==> src/sv/hufw_pkg.sv <==
// shared types and constants for the huffman table walk decoder
package hufw_pkg;

  localparam int unsigned NODE_W    = 16;
  localparam int unsigned SYM_W     = 15;
  localparam int unsigned LOAD_IX_W = 13;
  localparam int unsigned BYTE_W    = 8;
  localparam int unsigned RAW_IX_W  = 15;
  localparam int unsigned CNT_W     = 4;
  localparam int unsigned LEAF_BIT  = 15;

  localparam logic [CNT_W-1:0] BITS_PER_BYTE = 4'd8;

  typedef enum logic {
    CMD_LOAD = 1'b0,
    CMD_BYTE = 1'b1
  } cmd_e;

  typedef struct packed {
    cmd_e                 cmd;
    logic [LOAD_IX_W-1:0] table_index;
    logic [NODE_W-1:0]    table_word;
    logic [BYTE_W-1:0]    code_byte;
    logic                 block_last;
  } in_beat_t;

  typedef struct packed {
    logic [SYM_W-1:0] symbol;
    logic             run_last;
    logic             block_done;
    logic             fault;
  } out_beat_t;

  // request to the index unit: current node plus the bit being consumed
  typedef struct packed {
    logic              start;
    logic [NODE_W-1:0] node;
    logic              bit_one;
  } idx_req_t;

endpackage

==> src/sv/hufw_index_unit.sv <==
// shared child index unit: offset add, then reduction of the word index modulo the depth
module hufw_index_unit #(
  parameter int unsigned TABLE_WORDS = 8192,
  parameter int unsigned AW          = 13
) (
  input  logic               clk_i,
  input  logic               rst_ni,
  input  hufw_pkg::idx_req_t req_i,
  output logic               done_o,
  output logic [AW-1:0]      idx_o
);

  localparam bit          IS_POW2 = ((TABLE_WORDS & (TABLE_WORDS - 1)) == 0);
  // reciprocal scaled by 2^30, quotient estimate is at most one low
  localparam logic [30:0] RECIP   = 31'((64'd1 << 30) / 64'(TABLE_WORDS));
  localparam logic [16:0] DEPTH17 = 17'(TABLE_WORDS);

  logic [hufw_pkg::NODE_W-1:0]   offset;
  logic [hufw_pkg::RAW_IX_W-1:0] raw_ix;
  logic [45:0]                   prod;
  logic [31:0]                   q_times_d;
  logic [31:0]                   rem_wide;
  logic [16:0]                   reduced;

  logic                          v1_q, v2_q, v3_q;
  logic [hufw_pkg::RAW_IX_W-1:0] x1_q, x2_q;
  logic [hufw_pkg::RAW_IX_W-1:0] quot_q;
  logic [16:0]                   rem_q;

  // byte offset wraps at 16 bits, odd low bit dropped
  assign offset = req_i.node + (req_i.bit_one ? 16'd2 : 16'd0);
  assign raw_ix = offset[hufw_pkg::NODE_W-1:1];

  assign prod      = 46'(x1_q) * 46'(RECIP);
  assign q_times_d = 32'(quot_q) * 32'(TABLE_WORDS);
  assign rem_wide  = 32'(x2_q) - q_times_d;
  assign reduced   = (rem_q >= DEPTH17) ? (rem_q - DEPTH17) : rem_q;

  always_ff @(posedge clk_i or negedge rst_ni) begin
    if (!rst_ni) begin
      v1_q <= 1'b0;
      v2_q <= 1'b0;
      v3_q <= 1'b0;
    end else begin
      v1_q <= req_i.start;
      v2_q <= v1_q;
      v3_q <= v2_q;
    end
  end

  always_ff @(posedge clk_i) begin
    x1_q   <= raw_ix;
    x2_q   <= x1_q;
    quot_q <= prod[44:30];
    rem_q  <= rem_wide[16:0];
  end

  // power-of-two depth is a plain mask
  assign done_o = IS_POW2 ? v1_q : v3_q;
  assign idx_o  = IS_POW2 ? x1_q[AW-1:0] : reduced[AW-1:0];

endmodule

==> config.mk <==
export PLATFORM = sky130hd
export DESIGN_NAME = hufw_index_unit
export DESIGN_NICKNAME = d
export VERILOG_FILES = /design/src/sv/hufw_pkg.sv /design/src/sv/hufw_index_unit.sv
export SDC_FILE = /design/constraint.sdc
export NUM_CORES = 1
export LEC_CHECK = 0
export BUFFER_PORTS_ARGS = -buffer_cell sky130_fd_sc_hd__buf_2
export CORE_AREA = 8 8 49 51
export CTS_BUF_LIST = sky130_fd_sc_hd__clkbuf_8
export DETAILED_ROUTE_END_ITERATION = 8
export DIE_AREA = 0 0 57 59
export GPL_TIMING_DRIVEN = 0
export HOLD_SLACK_MARGIN = 0.03
export PLACE_DENSITY_LB_ADDON = 0.1
export SETUP_SLACK_MARGIN = 0.3
export SLEW_MARGIN = 0
export SYNTH_ARGS = -nofsm -noshare
export SYNTH_HDL_FRONTEND = slang
export SYNTH_SLANG_ARGS = --single-unit
==> constraint.sdc <==
create_clock -name clk_i -period 0.8 [get_ports clk_i]
set_input_delay 0.04 -clock clk_i [delete_from_list [all_inputs] [get_ports clk_i]]
set_output_delay 0.04 -clock clk_i [all_outputs]
set_load 0.03 [all_outputs]
After elaboration in Yosys (flattened, before gate mapping)
Cells that the tools add are included.
- mux-type cells: 1
- add/sub/neg operators: 1
- operators with widths (kind ; count):
    adder 14 x 2 -> 14 bit ; 1
    2-to-1 mux 2 bit ; 1
- word-level logic and storage cells: 4
- output and inout bits: 14
- input bits: 20
- bits in registers: 14

Longest topological paths before layout
Gate-level depths: netlist of the first run.
- depth after elaboration: 2
- depth in mapped cells: 5
- gate-level depth less buffers: 5

Worst setup path before layout of the first run
OpenSTA, ideal clock, no wires.
- path kind: input -> register
- start point: input port req_i[0] (netlist bit)
- end point: register x1_q[12] (netlist bit)
- arrival time: 0.959 ns
- data required time: 0.671 ns
- library setup time: 0.129 ns
- path buffers: 0
- slack: -0.288 ns
- stages on the path: 5
- cells stage by stage: ha_1 ha_1 and4_1 nor4b_2 xor2_1
- longest elaborated chain between the ends: 2
- RTL lines (element ; line ; text):
    start: declaration ; hufw_index_unit.sv:8 ; input hufw_pkg::idx_req_t req_i,
    2-to-1 mux 2 bit ; hufw_index_unit.sv:31 ; assign offset = req_i.node + (req_i.bit_one ? 16'd2 : 16'd0);
    adder 14 x 2 -> 14 bit ; hufw_index_unit.sv:31 ;
    net offset (one bit) ; hufw_index_unit.sv:18 ; logic [hufw_pkg::NODE_W-1:0] offset;
    end signal: assignment ; hufw_index_unit.sv:52 ; x1_q <= raw_ix;
    end: declaration ; hufw_index_unit.sv:26 ; logic [hufw_pkg::RAW_IX_W-1:0] x1_q, x2_q;
The timed path passes the listed nets, and every way through them passes these cells.

Worst setup path in the final report of the first run
- start point: register v1_q (netlist: done_o)
- end point: output port done_o
- RTL lines (element ; line ; text):
    start: declaration ; hufw_index_unit.sv:25 ; logic v1_q, v2_q, v3_q;
    start signal: assignment ; hufw_index_unit.sv:45 ; v1_q <= req_i.start;
    end: declaration ; hufw_index_unit.sv:9 ; output logic done_o,
No word-level cell between the ends.

==> run metrics, run 1 <==
outcome finished with violations; failing checks negative hold slack, negative setup slack; DP Area 745.7 µm²; highest clock rate approximately 1.2 GHz; antenna violations before repair 0; simple-gate share of the synthesized area roughly 22%; crit-path cells buf_6; clock-pin slew on the worst setup and hold paths around 0.05 ns; Buf/Inv on CP 1; CTS H-Tree Depth 1; Tcrit/Tclk final 101.2%; Worst slew margin 86.21%; number of port buffers 30; crit end category primary output; combinational power share 22.0%; adder-cell share of the synthesized area roughly 4.7%; design area 0.001095 mm²; P per Cell Area 1710 mW/mm²; Avg Inst Size Synth 11.87 µm²; cell count after placement 92; Syn Std Cell Area 534.3 µm²; Post-Syn Nets 67; crit-path leading delay family flip-flops; Clock Path Buffers 2; Crit path arrival time approximately 0.77 ns; worst vdd ir approximately 0.0011 V; Fin. Hold Viols 5; Final nets 111; final hold slack -0.1021 ns; Core Rows 15; CP max-delay cell dfrtp_2; cell taking the most area after synthesis dfxtp_1; DR iter-0 viols 1; Ports 34; core area 0.001652 mm²; RSZ-0062 raised after global routing yes; worst hold path type primary input to register; global placement routability congestion 0.6671; Hold Crit Depth 1; Overflow after GRT 0; area fraction of the dominant cell type after synthesis 48.71%; Crit path largest cell delay slightly below 0.4 ns; Pleak 0.5013 nW; Pre-Repair DR Iteration Count 2; Seq cells post-synth 14; Num CTS Buffers 3; gr usage total 8.187%; Worst-Margin Slew 0.2060 ns; count leader, synth dfxtp_1; CTS tree yes; DIE AREA between 0.003 and 0.004 mm²; Final setup viols 1; critical path launch point type register; Tmin final just over 0.8 ns; Switching Share 25.45%; area grow syn2layout 104.9%; sequential area share after synthesis between 50 and 60%; Internal Power 1.396 mW; hold buffers post-CTS 1; clock power share a little over a third; Finished Layout Cells 105; Sequential Power Share 41.5%; yosys warns 0; Total Routed Length ~1.3 mm; Post-Synth XOR/XNOR Area 18.03%; DR WL/cell 12.41 µm; crit path kind register to primary output; most instantiated cells after synthesis dfxtp_1 (13), xnor2_1 (6), xor2_1 (5), nand2_1 (4), nand3_1 (3); vias in the first global route 492; Final Slew Violations 0; largest net degree at the start of global routing 9; Num Clock Sinks 14; critical path depth 1; via/cell ratio 4.467; DIE WIDTH between 50 and 60 µm; Mapped Cells 45; vias between 400 and 500; synth top area cells dfxtp_1 (49%), xnor2_1 (9.8%), xor2_1 (8.2%); Top FF cell, synth dfxtp_1; clk root buf clkbuf_8; remaining antenna violation count 0; Switch Pwr 0.4764 mW; starting density of the core 32.35%; peak fanout along the critical path 1; n_diodes 0; # Max-Cap Violations 0; largest family of logic cells by synthesized area simple AND/OR/NAND/NOR gates; CP Data Required Time between 0.7 and 0.8 ns; Remaining DRCs 0; global-route wire length before repair 2.063 mm; mux contribution to synthesized area 0%; Synth Area in Compound Gates 0%; Die H between 50 and 60 µm; setup ws final -0.009386 ns; Synth cell types 16; Post-synth EDFFs 0; share of post-route cells with drive strength above 1 79.55%; Async SR Flop Fraction 7.143%
==> flip-flops by register name (all words and copies together) (netlist names) <==
signal  flops
done_o      1
x1_q       13
==> path summary, 6_finish.rpt <==
kind                                   from                to  slack [ns]
setup / recovery           done_o$_DFF_PN0_            done_o      -0.009
hold / removal                    req_i[17]  done_o$_DFF_PN0_       -0.10
max in group asynchronous            rst_ni  done_o$_DFF_PN0_        0.62
min in group asynchronous            rst_ni  done_o$_DFF_PN0_        0.09
==> power groups by stage <==
| stage | sequential, mW | clock, mW | combinational [mW] |
|---|---|---|---|
| after global placement | 0.770 | 0 | 0.282 |
| final | 0.776 | 0.684 | 0.412 |
| after detailed placement | 0.770 | 0 | 0.284 |
| after CTS | 0.776 | 0.709 | 0.373 |
| after global routing | 0.780 | 0.739 | 0.438 |
| after floorplan | 0.873 | 0 | 0.0615 |
==> cells in the final DEF, fill, tap and decap left out, types with 2 or more instances in the layout <==
| cell | count |
|---|---|
| buf_8 | 3 |
| buf_6 | 19 |
| xnor2_1 | 6 |
| xor2_1 | 5 |
| clkbuf_8 | 4 |
| nand2_4 | 2 |
| inv_1 | 2 |
| nand2_1 | 2 |
| buf_2 | 10 |
| buf_4 | 6 |
| dfxtp_2 | 13 |
| ha_4 | 2 |
==> final cells by class <==
cell class,instances,area [µm²]
Clock buffer,4,55.05
Timing Repair Buffer,39,364.1
Multi-Input combinational cell,29,344.1
Tap cell,17,21.27
Fill cell,136,556.8
Inverter,2,7.507
Sequential cell,14,302.8
==> repair_timing <==
| action | in CTS | in global routing |
|---|---|---|
| pin swaps | 10 | 8 |
| cloned | 0 | 0 |
| hold endpoints to repair | 6 | 5 |
| endpoints found under the setup margin | 23 | 24 |
| resized for setup | 53 | 18 |
| buffers inserted | 2 | 6 |
==> through the flow <==
| step | util (%) | setup slack, ns | total power [mW] | TNS (ns) |
|---|---|---|---|---|
| 2_1_floorplan | - | -0.1246 | 0.9344 | -0.3060 |
| 3_3_place_gp | 45.15 | -0.3548 | 1.052 | -1.320 |
| 3_5_place_dp | 45.15 | -0.3304 | 1.054 | -1.269 |
| 4_1_cts | 60.00 | -0.01813 | 1.858 | -0.01959 |
| 5_1_grt | 66.29 | -0.03576 | 1.957 | -0.07350 |
| 6_report | 66.29 | -0.009386 | 1.872 | -0.009386 |
==> layer usage <==
layer / track usage [%] / wire length (µm) / up-vias / part of all wire, %
met2: 12.56 / 662 / 19 / 51
met1: 7.196 / 472 / 208 / 36
met4: 7.047 / 37 / 0 / 2.8
met5: 0 / 0 / - / 0
met3: 5.579 / 131 / 4 / 10
li1: - / - / 238 / -
==> logic make-up (layout without fill, tap and decap cells) <==
logic type,count (synthesis),in the layout
XOR/XNOR,11,11
adder cells (fa/ha/maj),2,2
AND/OR/NAND/NOR,16,16
buffers and inverters,2,45
flip-flops,14,14
No activity file was read; power rests on OpenSTA's default activity.
==> run 2: changes to the inputs <==
--- a/config.mk
+++ b/config.mk
@@ -5,11 +5,12 @@
 export SDC_FILE = /design/constraint.sdc
 export NUM_CORES = 1
 export LEC_CHECK = 0
+export ABC_AREA = 1
 export BUFFER_PORTS_ARGS = -buffer_cell sky130_fd_sc_hd__buf_2
-export CORE_AREA = 8 8 49 51
+export CORE_AREA = 8 8 50 52
 export CTS_BUF_LIST = sky130_fd_sc_hd__clkbuf_8
 export DETAILED_ROUTE_END_ITERATION = 8
-export DIE_AREA = 0 0 57 59
+export DIE_AREA = 0 0 58 60
 export GPL_TIMING_DRIVEN = 0
 export HOLD_SLACK_MARGIN = 0.03
 export PLACE_DENSITY_LB_ADDON = 0.1
==> run metrics, run 2 <==
post-layout util 60.56% (was 66.29%); setup total negative slack -0.007661 ns (was -0.009386 ns); Post-Synth XOR/XNOR Area 10.49% (was 18.03%); Num Clock Sinks 14 (unchanged); Total Routed Length 1.401 mm (was 1.303 mm); DR iter-0 viols 11 (was 1); DIE WIDTH 58 µm (was 57 µm); vias 579 (was 469); Internal Power 1.378 mW (was 1.396 mW); global placement routability congestion 0.7266 (was 0.6671); RSZ-0062 raised after global routing yes (unchanged); P per Cell Area 1702 mW/mm² (was 1710 mW/mm²); Avg Inst Size Synth 8.230 µm² (was 11.87 µm²); commonest non-fill, non-tap cell in the layout buf_6 (unchanged); vias in the first global route 589 (was 492); highest clock rate 1.238 GHz (was 1.236 GHz); sequential area share after synthesis 48.82% (was 53.40%); cell taking the most area after synthesis dfxtp_1 (unchanged); Die H 60 µm (was 59 µm); peak fanout along the critical path 1 (unchanged); clock power share 36.1% (was 36.5%); Clock Path Buffers 2 (unchanged); Final Slew Violations 0 (unchanged); Num CTS Buffers 3 (unchanged); Ports 34 (unchanged); share of post-route cells with drive strength above 1 64.55% (was 79.55%); gr usage total 8.844% (was 8.187%); crit-path leading delay family flip-flops (unchanged); simple-gate share of the synthesized area 31.91% (was 22.48%); Setup WS pre-CTS -0.2028 ns (was -0.3304 ns); yosys warns 0 (unchanged); Largest register FFs 13 (unchanged); remaining antenna violation count 0 (unchanged); Top FF cell, synth dfxtp_1 (unchanged); Switch Pwr 0.4783 mW (was 0.4764 mW); Tcrit/Tclk final 101.0% (was 101.2%); count leader, synth nand2_1 (was dfxtp_1); failing checks negative hold slack, negative setup slack (unchanged); Synth cell types 13 (was 16); crit path kind register to primary output (unchanged); mux contribution to synthesized area 0% (unchanged); worst hold path type primary input to register (unchanged); Seq cells post-synth 14 (unchanged); largest net degree at the start of global routing 9 (unchanged); starting density of the core 32.43% (was 32.35%); number of port buffers 30 (unchanged); Biggest register x1_q (unchanged); Async SR Flop Fraction 7.143% (unchanged); CP max-delay cell dfrtp_2 (unchanged); Final nets 133 (was 111); most frequent cells in the layout buf_6 (19), nand2_1 (16), buf_2 (13), dfxtp_2 (13) (was buf_6 (19), dfxtp_2 (13), buf_2 (10)); clk root buf clkbuf_8 (unchanged); most instantiated cells after synthesis nand2_1 (21), dfxtp_1 (13), inv_1 (7), nor2_1 (7), xor2_1 (6) (was dfxtp_1 (13), xnor2_1 (6), xor2_1 (5), nand2_1 (4), nand3_1 (3)); Tmin final 0.8077 ns (was 0.8094 ns); DIE AREA 0.003480 mm² (was 0.003363 mm²); Mapped Cells 71 (was 45); area grow syn2layout 86.72% (was 104.9%); critical path launch point type register (unchanged); synth top area cells dfxtp_1 (45%), nand2_1 (13%), xor2_1 (9.0%) (was dfxtp_1 (49%), xnor2_1 (9.8%), xor2_1 (8.2%)); final hold slack -0.09766 ns (was -0.1021 ns); crit-path cells buf_6 (unchanged); worst vdd ir 0.0009480 V (was 0.001132 V); CP Data Required Time 0.76 ns (about the same); CTS tree yes (unchanged); Worst slew margin 83.29% (was 86.21%); Core Rows 16 (was 15); clock-pin slew on the worst setup and hold paths 0.06 ns (was 0.05 ns); Post-synth EDFFs 0 (unchanged); Syn Std Cell Area 584.3 µm² (was 534.3 µm²); Final setup viols 1 (unchanged); Post-Syn Nets 93 (was 67); crit end category primary output (unchanged); outcome finished with violations (unchanged); n_diodes 0 (unchanged); Pre-Repair DR Iteration Count 4 (was 2); Remaining DRCs 0 (unchanged); area fraction of the dominant cell type after synthesis 44.54% (was 48.71%); combinational power share 22.1% (was 22.0%); CTS H-Tree Depth 1 (unchanged); antenna violations before repair 0 (unchanged); largest family of logic cells by synthesized area simple AND/OR/NAND/NOR gates (unchanged); Synth Area in Compound Gates 0% (unchanged); global-route wire length before repair 2.311 mm (was 2.063 mm); Pleak 0.4994 nW (was 0.5013 nW); via/cell ratio 4.523 (was 4.467); adder-cell share of the synthesized area 4.283% (was 4.684%); DR WL/cell 10.95 µm (was 12.41 µm); Sequential Power Share 41.8% (was 41.5%); Buf/Inv on CP 1 (unchanged); Fin. Hold Viols 2 (was 5); hold buffers post-CTS 1 (unchanged); Crit path arrival time 0.77 ns (about the same); Switching Share 25.76% (was 25.45%); Crit path largest cell delay 0.39 ns (about the same); cell count after placement 119 (was 92); Worst-Margin Slew 0.2497 ns (was 0.2060 ns); setup ws final -0.007661 ns (was -0.009386 ns); core area 0.001802 mm² (was 0.001652 mm²); Overflow after GRT 0 (unchanged); # Max-Cap Violations 0 (unchanged); Post-DP HPWL around 1.1 mm; Finished Layout Cells 128 (was 105)
-- run 2: cell types whose count changed after synthesis, sizes merged --
| cell | previous run | this run |
|---|---|---|
| and4 | 1 | 0 |
| inv | 2 | 7 |
| nand2 | 4 | 21 |
| nand3 | 3 | 5 |
| nand3b | 0 | 1 |
| nand4 | 2 | 3 |
| nor2 | 1 | 11 |
| nor3 | 2 | 0 |
| nor3b | 1 | 0 |
| nor4 | 1 | 0 |
| nor4b | 1 | 0 |
| xnor2 | 6 | 1 |
| xor2 | 5 | 6 |
-- run 2: cell families after synthesis --
kind of cell,Yosys count
buffers and inverters,7
adders and majority gates,2
xor gates and xnor gates,7
and+or+nand+nor,41
DFF,14
-- run 2: routing by layer --
metal | vias up | track usage [%] | wire length (µm)
li1 | 301 | - | -
met1 | 253 | 7.617 | 536
met2 | 23 | 15.92 | 699
met3 | 2 | 4.731 | 151
met4 | 0 | 5.245 | 14
met5 | - | 0 | 0
-- run 2: final timing paths --
check / start / endpoint / slack [ns] / cells past startpoint
hold / removal: req_i[17] / done_o$_DFF_PN0_ / -0.1 / 1
min in group asynchronous: rst_ni / done_o$_DFF_PN0_ / 0.10 / 2
setup / recovery: done_o$_DFF_PN0_ / done_o / -0.008 / 1
max in group asynchronous: rst_ni / done_o$_DFF_PN0_ / 0.61 / 2
-- run 2: power groups by stage --
| stage | sequential [mW] | clock (mW) | combinational (mW) |
|---|---|---|---|
| after floorplan | 0.873 | 0 | 0.0785 |
| after global placement | 0.769 | 0 | 0.299 |
| after detailed placement | 0.770 | 0 | 0.302 |
| after CTS | 0.777 | 0.704 | 0.406 |
| after global routing | 0.782 | 0.730 | 0.441 |
| final | 0.777 | 0.670 | 0.410 |
-- run 2: layout make-up --
cell class	count	area (µm²)
Fill cell	167	710.7
Multi-Input combinational cell	50	377.9
Timing Repair Buffer	35	304.0
Sequential cell	14	302.8
Clock buffer	4	55.05
Inverter	7	28.78
Tap cell	18	22.52
-- run 2: timing repair --
action,in CTS,in global routing
gates cloned,0,0
resized for setup,59,6
hold endpoints to repair,9,5
buffers inserted,4,0
pin swaps,10,6
setup endpoints to repair,22,25
-- run 2: through the flow --
| step | hold slack, ns | power (mW) | cell area (µm²) |
|---|---|---|---|
| 6_report | -0.09766 | 1.857 | 1091 |
| 3_3_place_gp | -0.1860 | 1.068 | 790.8 |
| 4_1_cts | -0.1044 | 1.886 | 1069 |
| 2_1_floorplan | -0.2556 | 0.9513 | 618.1 |
| 3_5_place_dp | -0.1846 | 1.072 | 790.8 |
| 5_1_grt | -0.1053 | 1.952 | 1091 |
